**config.mk**
```make
export PLATFORM = sky130hd
export DESIGN_NAME = pgbs_ram
export DESIGN_NICKNAME = d
export VERILOG_FILES = /design/src/rtl/core/pgbs_ram.sv
export SDC_FILE = /design/constraint.sdc
export NUM_CORES = 1
export LEC_CHECK = 0
export BUFFER_PORTS_ARGS = -buffer_cell sky130_fd_sc_hd__buf_2
export CAP_MARGIN = 20
export CORE_MARGIN = 1
export CORE_UTILIZATION = 25
export CTS_CLUSTER_DIAMETER = 150
export CTS_CLUSTER_SIZE = 40
export DETAILED_ROUTE_END_ITERATION = 16
export REMOVE_ABC_BUFFERS = 1
export SYNTH_ARGS = -nofsm -noshare
export SYNTH_HDL_FRONTEND = slang
export SYNTH_SLANG_ARGS = --single-unit
```
**constraint.sdc**
```tcl
create_clock -name clk -period 3 [get_ports clk]
set_input_delay 0.45 -clock clk [delete_from_list [all_inputs] [get_ports clk]]
set_output_delay 0.45 -clock clk [all_outputs]
set_load 0.005 [all_outputs]
```
**src/rtl/core/pgbs_ram.sv**
```systemverilog
// ----------------------------------------------------------------------------
// pgbs_ram
// Generic single write, single read RAM with registered read data.
// ----------------------------------------------------------------------------
module pgbs_ram #(
	parameter int WIDTH = 8,
	parameter int DEPTH = 16
) (
	input  logic                     clk,
	input  logic                     we,
	input  logic [$clog2(DEPTH)-1:0] waddr,
	input  logic [WIDTH-1:0]         wdata,
	input  logic [$clog2(DEPTH)-1:0] raddr,
	output logic [WIDTH-1:0]         rdata
);

	logic [WIDTH-1:0] mem_q [DEPTH];

	always_ff @(posedge clk) begin
		if (we) begin
			mem_q[waddr] <= wdata;
		end
		rdata <= mem_q[raddr];
	end

endmodule

```
==> flow_metrics.env <==
export IMPL_reg2reg_to="rdata[1]$_DFF_P_"
export IMPL_tightestPinTransition_ps=987
export IMPL_wl_per_cell_um=18.5
export IMPL_cts_root_buf="clkbuf_16"
export IMPL_required_ps=3290
export IMPL_ctsResizeCount=0
export IMPL_portBuffers=25
export IMPL_setup_worst_path_class="input pin to flip-flop"
export IMPL_synth_area_leaders="edfxtp_1 75%, mux4_2 7.9%, mux4_1 7.1%, dfxtp_1 3.1%, a22oi_1 2.3%"
export IMPL_htreeDepth=4
export IMPL_maxCapViolations=0
export IMPL_postCtsSetupBuffers=0
export IMPL_timing_fmax_ghz=0.572
export IMPL_clk_latency_ps=410
export IMPL_fin_area_sq_um=6260
export IMPL_antenna_found_initial=1
export IMPL_clock_sinks=136
export IMPL_synth_top_area_frac=0.747
export IMPL_detail_route_antenna_nets=0
export IMPL_slew_viol_final=0
export IMPL_setup_tns_ps=0
export IMPL_placementRows=52
export IMPL_die_height_um=145
export IMPL_synth_top_area_cell="edfxtp_1"
export IMPL_io_pins=26
export IMPL_cts_buffers=17
export IMPL_grt_overflow=0
export IMPL_hold_path_end="mem_q[2][6]$_DFFE_PP_"
export IMPL_hold_class="input pin to flip-flop"
export IMPL_clk_pin_slew_ps=60
export IMPL_worst_path_max_fanout=18
export IMPL_dpl_hpwl_um=6570
export IMPL_die_w_um=145
export IMPL_outcome="finished clean"
export IMPL_area_growth_synth_to_final_pct=21.6
export IMPL_arrival_ps=2040
export IMPL_track_usage=0.104
export IMPL_viasPerCell=4.24
export IMPL_fin_skew_ps=7.38
export IMPL_syn_cell_area_sq_um=5150
export IMPL_endpoint_kind="flip-flop"
export IMPL_regToRegSetupSlack_ps=1610
export IMPL_wl_um=10300
export IMPL_slew_headroom=0.340
export IMPL_remaining_drc_errors=0
export IMPL_syn_inst=229
export IMPL_drt_initial_drc_count=148
export IMPL_grt_max_degree=25
export IMPL_grt_pass1_wl_um=15400
export IMPL_holdCritStartpoint="wdata[6]"
export IMPL_rsz0062_at_grt="false"
export IMPL_layout_commonest_cell="edfxtp_1"
export IMPL_synth_seq_cells=136
export IMPL_holdPathStages=1
export IMPL_finalNetCount=293
export IMPL_cp_start_kind="input pin"
export IMPL_power_leakage_nw=2.07
export IMPL_dp_slack_ps=769
export IMPL_synth_area_per_cell_sq_um=22.5
export IMPL_core_area_sq_um=20200
export IMPL_setup_viol=0
export IMPL_ir_drop_mv=0.297
export IMPL_grt_pass1_vias=2545
export IMPL_period_share=0.583
export IMPL_fin_util=0.309
export IMPL_final_cell_mix="128 x edfxtp_1, 25 x buf_2, 18 x mux4_2"
export IMPL_firstDrtPassIters=4
export IMPL_gp_congestion=0.690
export IMPL_die_area_sq_um=21200
export IMPL_vias=2371
export IMPL_fillers=1928
export IMPL_r2r_cells=3
export IMPL_ys_warn_count=0
export IMPL_setup_ws_ps=1250
export IMPL_power_density_nw_per_um2=722
export IMPL_fin_crit_ps=1750
export IMPL_drive_gt1_frac=0.299
export IMPL_placed_cell_area_sq_um=5630
export IMPL_synth_yosys_seq_area_share=0.778
export IMPL_yosysUniqueCellTypes=19
export IMPL_cts_tree="done"
export IMPL_cts_hold_buf=0
export IMPL_r2r_start="mem_q[1][1]$_DFFE_PP_"
export IMPL_clockBufferDepth=2
export IMPL_initial_core_util=0.254
export IMPL_finalHoldViolCount=0
worst max-delay path by stage:
stage | from | to | slack (ps) | cells past startpoint
after floorplan | waddr[2] | mem_q[0][0]$_DFFE_PP_ | 1060 | 2
after global placement | raddr[0] | rdata[7]$_DFF_P_ | 780 | 5
after detailed placement | raddr[0] | rdata[0]$_DFF_P_ | 770 | 5
after CTS | raddr[0] | rdata[0]$_DFF_P_ | 1200 | 5
after global routing | raddr[0] | rdata[7]$_DFF_P_ | 1150 | 5
final | raddr[0] | rdata[7]$_DFF_P_ | 1250 | 5
Yosys cell counts:
cell type and instances:
nand2b_1 2, mux4_1 14, dfxtp_1 8, nor3_1 4
mux4_2 18, nand3b_1 2, and2_1 1, nor2_1 13
buf_6 3, nand3_1 1, and2b_1 1, clkdlybuf4s25_2 3
or3b_2 1, nand2_1 9, edfxtp_1 128, a22oi_1 16
buf_4 1, nor2b_1 1, buf_2 3
cell families (layout without fill, tap and decap cells):
family,Yosys count,after routing,share of synthesized area
mux,32,32,0.150
other cells,0,1,0
flops,136,136,0.778
simple gates,35,35,0.0318
buf+inv,10,69,0.0168
compound gates,16,16,0.0233
registers in the layout, indices dropped and copies added (netlist names):
register  cells
rdata         8
mem_q       128
critical path: stages:
cell and delay, ps:
buf_2 470, buf_12 240, mux4_2 500, a22oi_1 270
nand2_1 100
report_power, final:
group / internal (W) / switching, W / total (W)
Clock: 0.00144 / 0.000755 / 0.00219
Sequential: 0.00212 / 0.0000139 / 0.00214
Combinational: 0.0000816 / 0.000108 / 0.000190
Total: 0.00365 / 0.000877 / 0.00452
metal layers:
layer	vias up	part of all wire	wire length, um	global-route usage
met5	-	0	0	0
met4	0	0.0082	85	0.0363
met3	8	0.057	585	0.0351
met2	61	0.49	5100	0.170
met1	1236	0.44	4550	0.128
li1	1066	-	-	-
through the flow:
step                      instances  power (W)  hold WS, ps
after floorplan                 219    0.00226          549
after global placement          526    0.00237          663
after detailed placement        526    0.00237          660
after CTS                       558    0.00456          408
after global routing            558    0.00466          407
final                           559    0.00452          422
cell type report:
| class | instances | area, sq um | area share |
|---|---|---|---|
| Timing Repair Buffer | 37 | 228 | 0.0364 |
| Clock buffer | 21 | 460 | 0.0735 |
| Sequential cell | 136 | 4000 | 0.639 |
| Tap cell | 270 | 338 | 0.0540 |
| Antenna cell | 1 | 2.50 | 0.000400 |
| Multi-Input combinational cell | 83 | 1060 | 0.169 |
| Clock inverter | 11 | 171 | 0.0274 |
No activity file was read; power rests on OpenSTA's default activity.
