**src/rtl/core/pgbs_pkg.sv**
```systemverilog
// ----------------------------------------------------------------------------
// pgbs_pkg
// Shared types and constants of the point grid binning statistics core.
// ----------------------------------------------------------------------------
package pgbs_pkg;

	// configuration register indexes
	localparam logic [7:0] REG_LON_MIN   = 8'd0;
	localparam logic [7:0] REG_LON_MAX   = 8'd1;
	localparam logic [7:0] REG_LAT_MIN   = 8'd2;
	localparam logic [7:0] REG_LAT_MAX   = 8'd3;
	localparam logic [7:0] REG_GRID_W    = 8'd4;
	localparam logic [7:0] REG_GRID_H    = 8'd5;
	localparam logic [7:0] REG_BANDS     = 8'd6;
	localparam logic [7:0] REG_STATS_EN  = 8'd7;

	localparam logic KIND_SPLAT = 1'b0;
	localparam logic KIND_READ  = 1'b1;

	localparam logic CMD_SAMPLE = 1'b0;
	localparam logic CMD_READ   = 1'b1;

	localparam int COORD_W = 29;

	// divider handshake back to the sequencer
	typedef struct packed {
		logic busy;
		logic done;
	} div_status_t;

	// one grid cell as kept in the cell store
	typedef struct packed {
		logic [15:0] cnt;
		logic [31:0] sum;
		logic [15:0] min;
		logic [15:0] max;
	} cell_entry_t;

	localparam cell_entry_t CELL_INIT = '{cnt: 16'd0, sum: 32'd0, min: 16'hFFFF, max: 16'd0};

	typedef struct packed {
		logic        kind;
		logic        in_grid;
		logic [15:0] hit;
		logic [15:0] count;
		logic [15:0] average;
		logic [15:0] minimum;
		logic [15:0] maximum;
		logic        occupied;
	} result_t;

	typedef enum logic [16:0] {
		ST_CLEAR   = 17'b00000000000000001,
		ST_IDLE    = 17'b00000000000000010,
		ST_MEAN    = 17'b00000000000000100,
		ST_LON_MUL = 17'b00000000000001000,
		ST_LON_GO  = 17'b00000000000010000,
		ST_LON_DIV = 17'b00000000000100000,
		ST_LAT_MUL = 17'b00000000001000000,
		ST_LAT_GO  = 17'b00000000010000000,
		ST_LAT_DIV = 17'b00000000100000000,
		ST_CELL    = 17'b00000001000000000,
		ST_UPD_RD  = 17'b00000010000000000,
		ST_UPD_WR  = 17'b00000100000000000,
		ST_RD_ADDR = 17'b00001000000000000,
		ST_RD_CHK  = 17'b00010000000000000,
		ST_AVG     = 17'b00100000000000000,
		ST_RES     = 17'b01000000000000000,
		ST_SPARE   = 17'b10000000000000000
	} state_t;

endpackage

```
**src/rtl/core/pgbs_div.sv**
```systemverilog
// ----------------------------------------------------------------------------
// pgbs_div
// Restoring unsigned divider, one quotient bit per cycle.
// ----------------------------------------------------------------------------
module pgbs_div import pgbs_pkg::*; #(
	parameter int DVW = 37,
	parameter int VW  = 29
) (
	input  logic           clk,
	input  logic           arst_n,
	input  logic           start,
	input  logic [DVW-1:0] dividend,
	input  logic [VW-1:0]  divisor,
	output div_status_t    stat,
	output logic [DVW-1:0] quotient
);

	localparam int CW = $clog2(DVW + 1);

	logic [CW-1:0]  cnt_q;
	logic           busy_q;
	logic           done_q;
	logic [VW:0]    rem_q;
	logic [DVW-1:0] quo_q;
	logic [VW-1:0]  dsr_q;
	logic [VW:0]    rem_sh;
	logic           fits;

	assign rem_sh = {rem_q[VW-1:0], quo_q[DVW-1]};
	assign fits   = rem_sh >= {1'b0, dsr_q};

	always_ff @(posedge clk or negedge arst_n) begin
		if (!arst_n) begin
			busy_q <= 1'b0;
			done_q <= 1'b0;
			cnt_q  <= '0;
		end else begin
			done_q <= 1'b0;
			if (start) begin
				busy_q <= 1'b1;
				cnt_q  <= CW'(DVW);
			end else if (busy_q) begin
				cnt_q <= cnt_q - CW'(1);
				if (cnt_q == CW'(1)) begin
					busy_q <= 1'b0;
					done_q <= 1'b1;
				end
			end
		end
	end

	always_ff @(posedge clk) begin
		if (start) begin
			rem_q <= '0;
			quo_q <= dividend;
			dsr_q <= divisor;
		end else if (busy_q) begin
			rem_q <= fits ? (rem_sh - {1'b0, dsr_q}) : rem_sh;
			quo_q <= {quo_q[DVW-2:0], fits};
		end
	end

	assign stat     = '{busy: busy_q, done: done_q};
	assign quotient = quo_q;

endmodule

```
**config.mk**
```make
export PLATFORM = sky130hd
export DESIGN_NAME = pgbs_div
export DESIGN_NICKNAME = d
export VERILOG_FILES = /design/src/rtl/core/pgbs_pkg.sv /design/src/rtl/core/pgbs_div.sv
export SDC_FILE = /design/constraint.sdc
export NUM_CORES = 1
export LEC_CHECK = 0
export BUFFER_PORTS_ARGS = -buffer_cell sky130_fd_sc_hd__buf_2
export CAP_MARGIN = 20
export CORE_MARGIN = 3
export CORE_UTILIZATION = 60
export DETAILED_ROUTE_END_ITERATION = 8
export PLACE_DENSITY = 0.9
export SYNTH_ARGS = -nofsm -noshare
export SYNTH_HDL_FRONTEND = slang
export SYNTH_SLANG_ARGS = --single-unit
```
**constraint.sdc**
```tcl
create_clock -name clk -period 4.16 [get_ports clk]
set_input_delay 0.416 -clock clk [delete_from_list [all_inputs] [get_ports clk]]
set_output_delay 0.416 -clock clk [all_outputs]
set_load 0.005 [all_outputs]
```
==> results of run 1 <==
## final cells by class
cell class / count / share of cell area, %
clock buffer: 10 / 1.91
sequential: 103 / 41.3
multi-input combinational: 370 / 42.5
tap: 129 / 2.41
clock inverter: 6 / 0.692
timing repair buffer: 112 / 8.64
inverter: 45 / 2.53
## Yosys cell counts (3+ instances only)
cell       instances  area [sq um]
a21oi_2            4          35.0
a31oi_1            3          18.8
o21bai_1           3          22.5
nand2b_1           7          43.8
dfxtp_1           29           581
and3_1             4          25.0
o21ai_1            4          20.0
buf_2              3          15.0
a211oi_2           4          50.1
inv_1             44           165
mux2_4             3          45.0
nand3_1           11          55.1
a22o_1             3          26.3
a21oi_1           25           125
nor4_1             6          37.5
mux2_2            37           417
o21ai_0            8          40.0
xor2_1             8          70.1
buf_6              3          33.8
a2111oi_0          3          26.3
nand2_1           29           109
xnor2_1           18           158
nor3_1            10          50.1
dfrtp_1            8           200
clkbuf_1          14          52.6
a21o_1            14           105
mux2i_1           20           200
edfxtp_1          66          1980
a211oi_1          25           188
nand4_1            5          31.3
ha_1              31           388
nor2_1            44           165
## what timing repair did
| item | CTS | global route |
|---|---|---|
| setup buffers | 0 | 0 |
| gates resized for setup | 0 | 0 |
| endpoints found under the hold margin | 8 | 0 |
| hold buffers | 1 | 0 |
## registers in the layout, indices dropped and copies added (netlist names)
name	cells
busy_q	1
cnt_q	6
dsr_q	29
quotient	37
done_q	1
rem_q	29
## power by group
group,internal (mW),total [mW],switching [mW]
sequential,1.29,1.42,0.138
combinational,0.812,1.81,0.998
clock,0.223,0.581,0.357
total,2.32,3.82,1.49
## path summary, 6_finish.rpt
| kind | from | to | slack [ns] | cells after the start |
|---|---|---|---|---|
| max | quotient[36]$_DFFE_PP_ | rem_q[17]$_SDFFE_PP0P_ | 0.88 | 13 |
| min | divisor[14] | dsr_q[14]$_DFFE_PP_ | 0.20 | 1 |
| max reg2reg | quotient[36]$_DFFE_PP_ | rem_q[17]$_SDFFE_PP0P_ | 0.88 | 13 |
| min reg2reg | rem_q[12]$_SDFFE_PP0P_ | rem_q[12]$_SDFFE_PP0P_ | 0.52 | 2 |
| max in group asynchronous | arst_n | cnt_q[1]$_DFFE_PN0P_ | 3.58 | 2 |
| min in group asynchronous | arst_n | busy_q$_DFF_PN0_ | 0.42 | 2 |
## critical path, delay by kind of cell (launching register included)
family / cells / cell delay [ns]
buffers and inverters: 3 / 0.47
AOI/OAI and AO/OA: 7 / 1.85
and+or+nand+nor: 1 / 0.07
adders and majority gates: 2 / 0.41
DFF: 1 / 0.36
## routing by layer
| layer | global-route usage, % | vias to the layer above | wire length (um) |
|---|---|---|---|
| met5 | 0 | - | 0 |
| met4 | 9.28 | 0 | 338 |
| met3 | 7.23 | 34 | 959 |
| met2 | 39.7 | 167 | 6130 |
| met1 | 29.6 | 2099 | 5550 |
| li1 | - | 2191 | - |
## kinds of logic (layout without fill, tap and decap cells)
| group | count (synthesis) | after routing | synth area share, % |
|---|---|---|---|
| buffers and inverters | 69 | 173 | 4.96 |
| XOR/XNOR | 26 | 26 | 3.86 |
| AO/OA/AOI/OAI | 123 | 123 | 15.9 |
| multiplexers | 60 | 60 | 11.2 |
| AND/OR/NAND/NOR | 129 | 129 | 10.3 |
| flip-flops | 103 | 103 | 46.8 |
| adder cells (fa/ha/maj) | 32 | 32 | 6.92 |
## metrics by stage
| stage | utilization (%) | setup slack, ns |
|---|---|---|
| finish | 71.0 | 0.878 |
| global route | 71.0 | 0.619 |
| CTS | 71.0 | 0.897 |
| detailed placement | 69.1 | 0.948 |
| global placement | 69.1 | 1.07 |
| floorplan | - | 1.43 |
==> impl_metrics.json, run 1 <==
{
  "min_period_ns": 3.28,
  "insertedDiodeCount": 0,
  "setup_violations": 0,
  "drc_errors": 0,
  "yosysSeqAreaShare_pct": 46.8,
  "root_buffer": "clkbuf_8",
  "tns_ns": 0,
  "syn-cell-area_sq_um": 5900,
  "dr.pass1.iters": 5,
  "worstMarginPinSlew_ns": 0.834,
  "mostFrequentLayoutCell": "buf_2",
  "drive_gt1_share_pct": 28.9,
  "ys_ff_latch": 103,
  "startpoint_type": "flip-flop",
  "wl_um": 13000,
  "powerDensity_nw_per_um2": 571,
  "finalNonFillerCells": 775,
  "nFillCells": 657,
  "core_area_sq_um": 9420,
  "path_class": "flip-flop to flip-flop",
  "viasPerCell": 5.79,
  "cts_buffers": 9,
  "slew_headroom_pct": 44.2,
  "cts_tree": "built",
  "drt_iter0_markers": 286,
  "hold_violations": 0,
  "cellLeakagePower_nw": 2.93,
  "port_buffers": 107,
  "async_flop_share_pct": 7.77,
  "fmax_ghz": 0.305,
  "yosys_warnings": 0,
  "worst_ep_arrival_time_ns": 3.53,
  "fin_crit_sh_pct": 78.9,
  "dieArea_sq_um": 11100,
  "netlist_instances": 542,
  "initial_core_util_pct": 62.6,
  "finalPower_mw": 3.82,
  "clock_skew_ns": 0.0175,
  "rows": 35,
  "placed_cells_incl_taps": 758,
  "detail-route-antenna-nets": 0,
  "rsz0062_at_grt": "false",
  "clk_latency_ns": 0.38,
  "multi_input_area_sq_um": 2840,
  "fp.dieH_um": 105,
  "ir_worst_vdd_v": 0.000336,
  "path_clk_slew_ns": 0.11,
  "antenna_found_initial": 0,
  "synth_nets": 643,
  "grt_first_pass_wirelength_um": 21400,
  "syn_area_per_cell_sq_um": 10.9,
  "placed_area_sq_um": 6500,
  "worst-path-max-fanout": 20,
  "grt-ovfl-total": 0,
  "hp-class": "input pin to flip-flop",
  "die_x_um": 105,
  "path_cells": "inv_1, ha_1, inv_1, fa_1, a21oi_1, o21ai_1, a21oi_2, o31ai_4, o21ai_4, o21ai_4, buf_4, nor3_1, a311o_1",
  "avgRoutedWirePerCell_um": 16.7,
  "clkSinkCount": 103,
  "ys.flop_type": "edfxtp_1",
  "seq_area_sq_um": 2760,
  "grt_max_degree": 61,
  "hpwl_um": 9540,
  "max_stage_delay_ns": 0.67,
  "pin_count": 108,
  "synth_enable_flop_cells": 66,
  "final_cell_mix": "106 x buf_2, 66 x edfxtp_1, 44 x inv_1, 44 x nor2_1, 37 x mux2_2",
  "critPathSlowestCell": "o21ai_4",
  "required_ns": 4.41,
  "grt_pass1_vias": 4617,
  "nNetsFinal": 742,
  "max-cap-violations": 0,
  "cts_max_level": 3,
  "cts.path.max_buffers": 2,
  "fin_area_sq_um": 6690,
  "synthToLayoutAreaGrowth_pct": 13.4,
  "critPathCaptureType": "flip-flop",
  "grt_usage_pct": 24.1,
  "synth_cell_types": 63,
  "run_status": "completed",
  "slew_viol_final": 0,
  "holdWs_ns": 0.204,
  "place.gp.congestion": 0.878,
  "vias": 4491
}
No activity file was read; power rests on OpenSTA's default activity.
==> inputs of run 2 (changes only) <==
--- a/config.mk
+++ b/config.mk
@@ -8,9 +8,9 @@
 export BUFFER_PORTS_ARGS = -buffer_cell sky130_fd_sc_hd__buf_2
 export CAP_MARGIN = 20
 export CORE_MARGIN = 3
-export CORE_UTILIZATION = 60
+export CORE_UTILIZATION = 56
 export DETAILED_ROUTE_END_ITERATION = 8
-export PLACE_DENSITY = 0.9
+export PLACE_DENSITY = 0.85
 export SYNTH_ARGS = -nofsm -noshare
 export SYNTH_HDL_FRONTEND = slang
 export SYNTH_SLANG_ARGS = --single-unit
==> constraint.sdc (replaced) <==
create_clock -name clk -period 3.25 [get_ports clk]
set_input_delay 0.325 -clock clk [delete_from_list [all_inputs] [get_ports clk]]
set_output_delay 0.325 -clock clk [all_outputs]
set_load 0.005 [all_outputs]
==> impl_metrics.json, run 2 (synthesis gave the netlist of run 1 again) <==
{
  "required_ns": 3.50,
  "port_buffers": 107,
  "drt_iter0_markers": 198,
  "hpwl_um": 9650,
  "initial_core_util_pct": 59.0,
  "ir_worst_vdd_v": 0.000572,
  "met3_usage_pct": 8.47,
  "clock_skew_ns": 0.0158,
  "hold_violations": 0,
  "hp-class": "input pin to flip-flop",
  "grt_usage_pct": 24.4,
  "clk_latency_ns": 0.40,
  "min_period_ns": 2.98,
  "max_stage_delay_ns": 0.44,
  "finalPower_mw": 5.16,
  "rsz0062_at_grt": "false",
  "mostFrequentLayoutCell": "buf_2",
  "avgRoutedWirePerCell_um": 17.0,
  "final_cell_mix": "106 x buf_2, 66 x edfxtp_1, 44 x inv_1, 44 x nor2_1, 37 x mux2_2",
  "placed_cells_incl_taps": 767,
  "cts.path.max_buffers": 2,
  "rows": 36,
  "synthToLayoutAreaGrowth_pct": 16.0,
  "nNetsFinal": 751,
  "worst_ep_arrival_time_ns": 3.23,
  "vias": 4485,
  "holdWs_ns": 0.0934,
  "critPathCaptureType": "flip-flop",
  "slew_viol_final": 0,
  "run_status": "completed",
  "core_area_sq_um": 10000,
  "clkSinkCount": 103,
  "largest_reg_flops": 37,
  "setup_violations": 0,
  "dr.pass1.iters": 4,
  "antenna_found_initial": 0,
  "fmax_ghz": 0.335,
  "worstMarginPinSlew_ns": 0.734,
  "cts_tree": "built",
  "path_cells": "inv_1, ha_1, inv_1, fa_1, a21oi_1, o21ai_1, a21oi_2, o31ai_4, o21ai_4, o21ai_4, buf_4, mux2i_1, a211oi_1",
  "finalNonFillerCells": 788,
  "path_clk_slew_ns": 0.11,
  "grt_first_pass_wirelength_um": 22300,
  "critPathSlowestCell": "o21ai_4",
  "gr-usage-met2_pct": 38.9,
  "postLayoutCoreUtil_pct": 68.4,
  "cellLeakagePower_nw": 3.00,
  "insertedDiodeCount": 0,
  "grt_max_degree": 80,
  "tns_ns": 0,
  "cts_max_level": 3,
  "cts_buffers": 9,
  "drc_errors": 0,
  "worst-path-max-fanout": 11,
  "root_buffer": "clkbuf_8",
  "pin_count": 108,
  "wl_um": 13400,
  "path_class": "flip-flop to flip-flop",
  "startpoint_type": "flip-flop",
  "slew_headroom_pct": 51.0,
  "fp.dieH_um": 109,
  "dieArea_sq_um": 11800,
  "max-cap-violations": 0,
  "place.gp.congestion": 0.934,
  "powerDensity_nw_per_um2": 754,
  "grt_pass1_vias": 4552,
  "die_x_um": 109,
  "drive_gt1_share_pct": 30.2,
  "fin_crit_sh_pct": 91.8,
  "viasPerCell": 5.69,
  "grt-ovfl-total": 0,
  "met1_usage_pct": 31.1,
  "detail-route-antenna-nets": 0,
  "grt.busiest_layer": "met2"
}
## run 2: final timing paths
kind	slack, ns	cells past startpoint	start	endpoint
setup / recovery	0.27	13	quotient[36]$_DFFE_PP_	rem_q[18]$_SDFFE_PP0P_
hold / removal	0.09	1	divisor[25]	dsr_q[25]$_DFFE_PP_
setup reg to reg	0.27	13	quotient[36]$_DFFE_PP_	rem_q[18]$_SDFFE_PP0P_
hold reg to reg	0.51	2	rem_q[16]$_SDFFE_PP0P_	rem_q[16]$_SDFFE_PP0P_
max in group asynchronous	2.78	2	arst_n	cnt_q[5]$_DFFE_PN0P_
min in group asynchronous	0.30	2	arst_n	cnt_q[1]$_DFFE_PN0P_
## run 2: power breakdown
part / leakage [nW] / switching (mW) / total (mW) / internal [mW]
registers: 1.01 / 0.172 / 1.82 / 1.65
logic: 1.88 / 1.31 / 2.39 / 1.08
clock network: 0.119 / 0.478 / 0.945 / 0.467
## run 2: timing repair
| item | CTS | global route |
|---|---|---|
| setup buffers | 0 | 3 |
| endpoints found under the hold margin | 8 | 0 |
| setup endpoints to repair | 9 | 9 |
| hold buffers | 1 | 0 |
| resized for setup | 0 | 2 |
| gates cloned | 1 | 0 |
| pin swaps | 1 | 3 |
## run 2: worst max-delay path: cells and delay by family (launching register included)
| family | cells | cell delay, ns |
|---|---|---|
| adders and majority gates | 2 | 0.42 |
| AOI/OAI and AO/OA | 7 | 1.39 |
| muxes | 1 | 0.23 |
| buffers and inverters | 3 | 0.43 |
| DFF | 1 | 0.36 |
## run 2: area by class of cell
type / instances / area, sq um
Inverter: 45 / 169
Multi-Input combinational cell: 371 / 2860
Sequential cell: 103 / 2760
Fill cell: 773 / 3160
Timing Repair Buffer: 120 / 651
Clock buffer: 10 / 138
Clock inverter: 6 / 97.6
Tap cell: 133 / 166
## run 2: through the flow
stage          instance area (sq um)  worst slack, ns
3_5_place_dp                    6560          -0.0227
2_1_floorplan                   5900            0.523
5_1_grt                         6840           0.0173
6_report                        6840            0.267
3_3_place_gp                    6560            0.164
4_1_cts                         6810           0.0805
## run 2: layer usage
metal	vias up	routed length, um
li1	2212	-
met1	2110	5880
met2	144	6320
met3	19	978
met4	0	250
met5	-	0
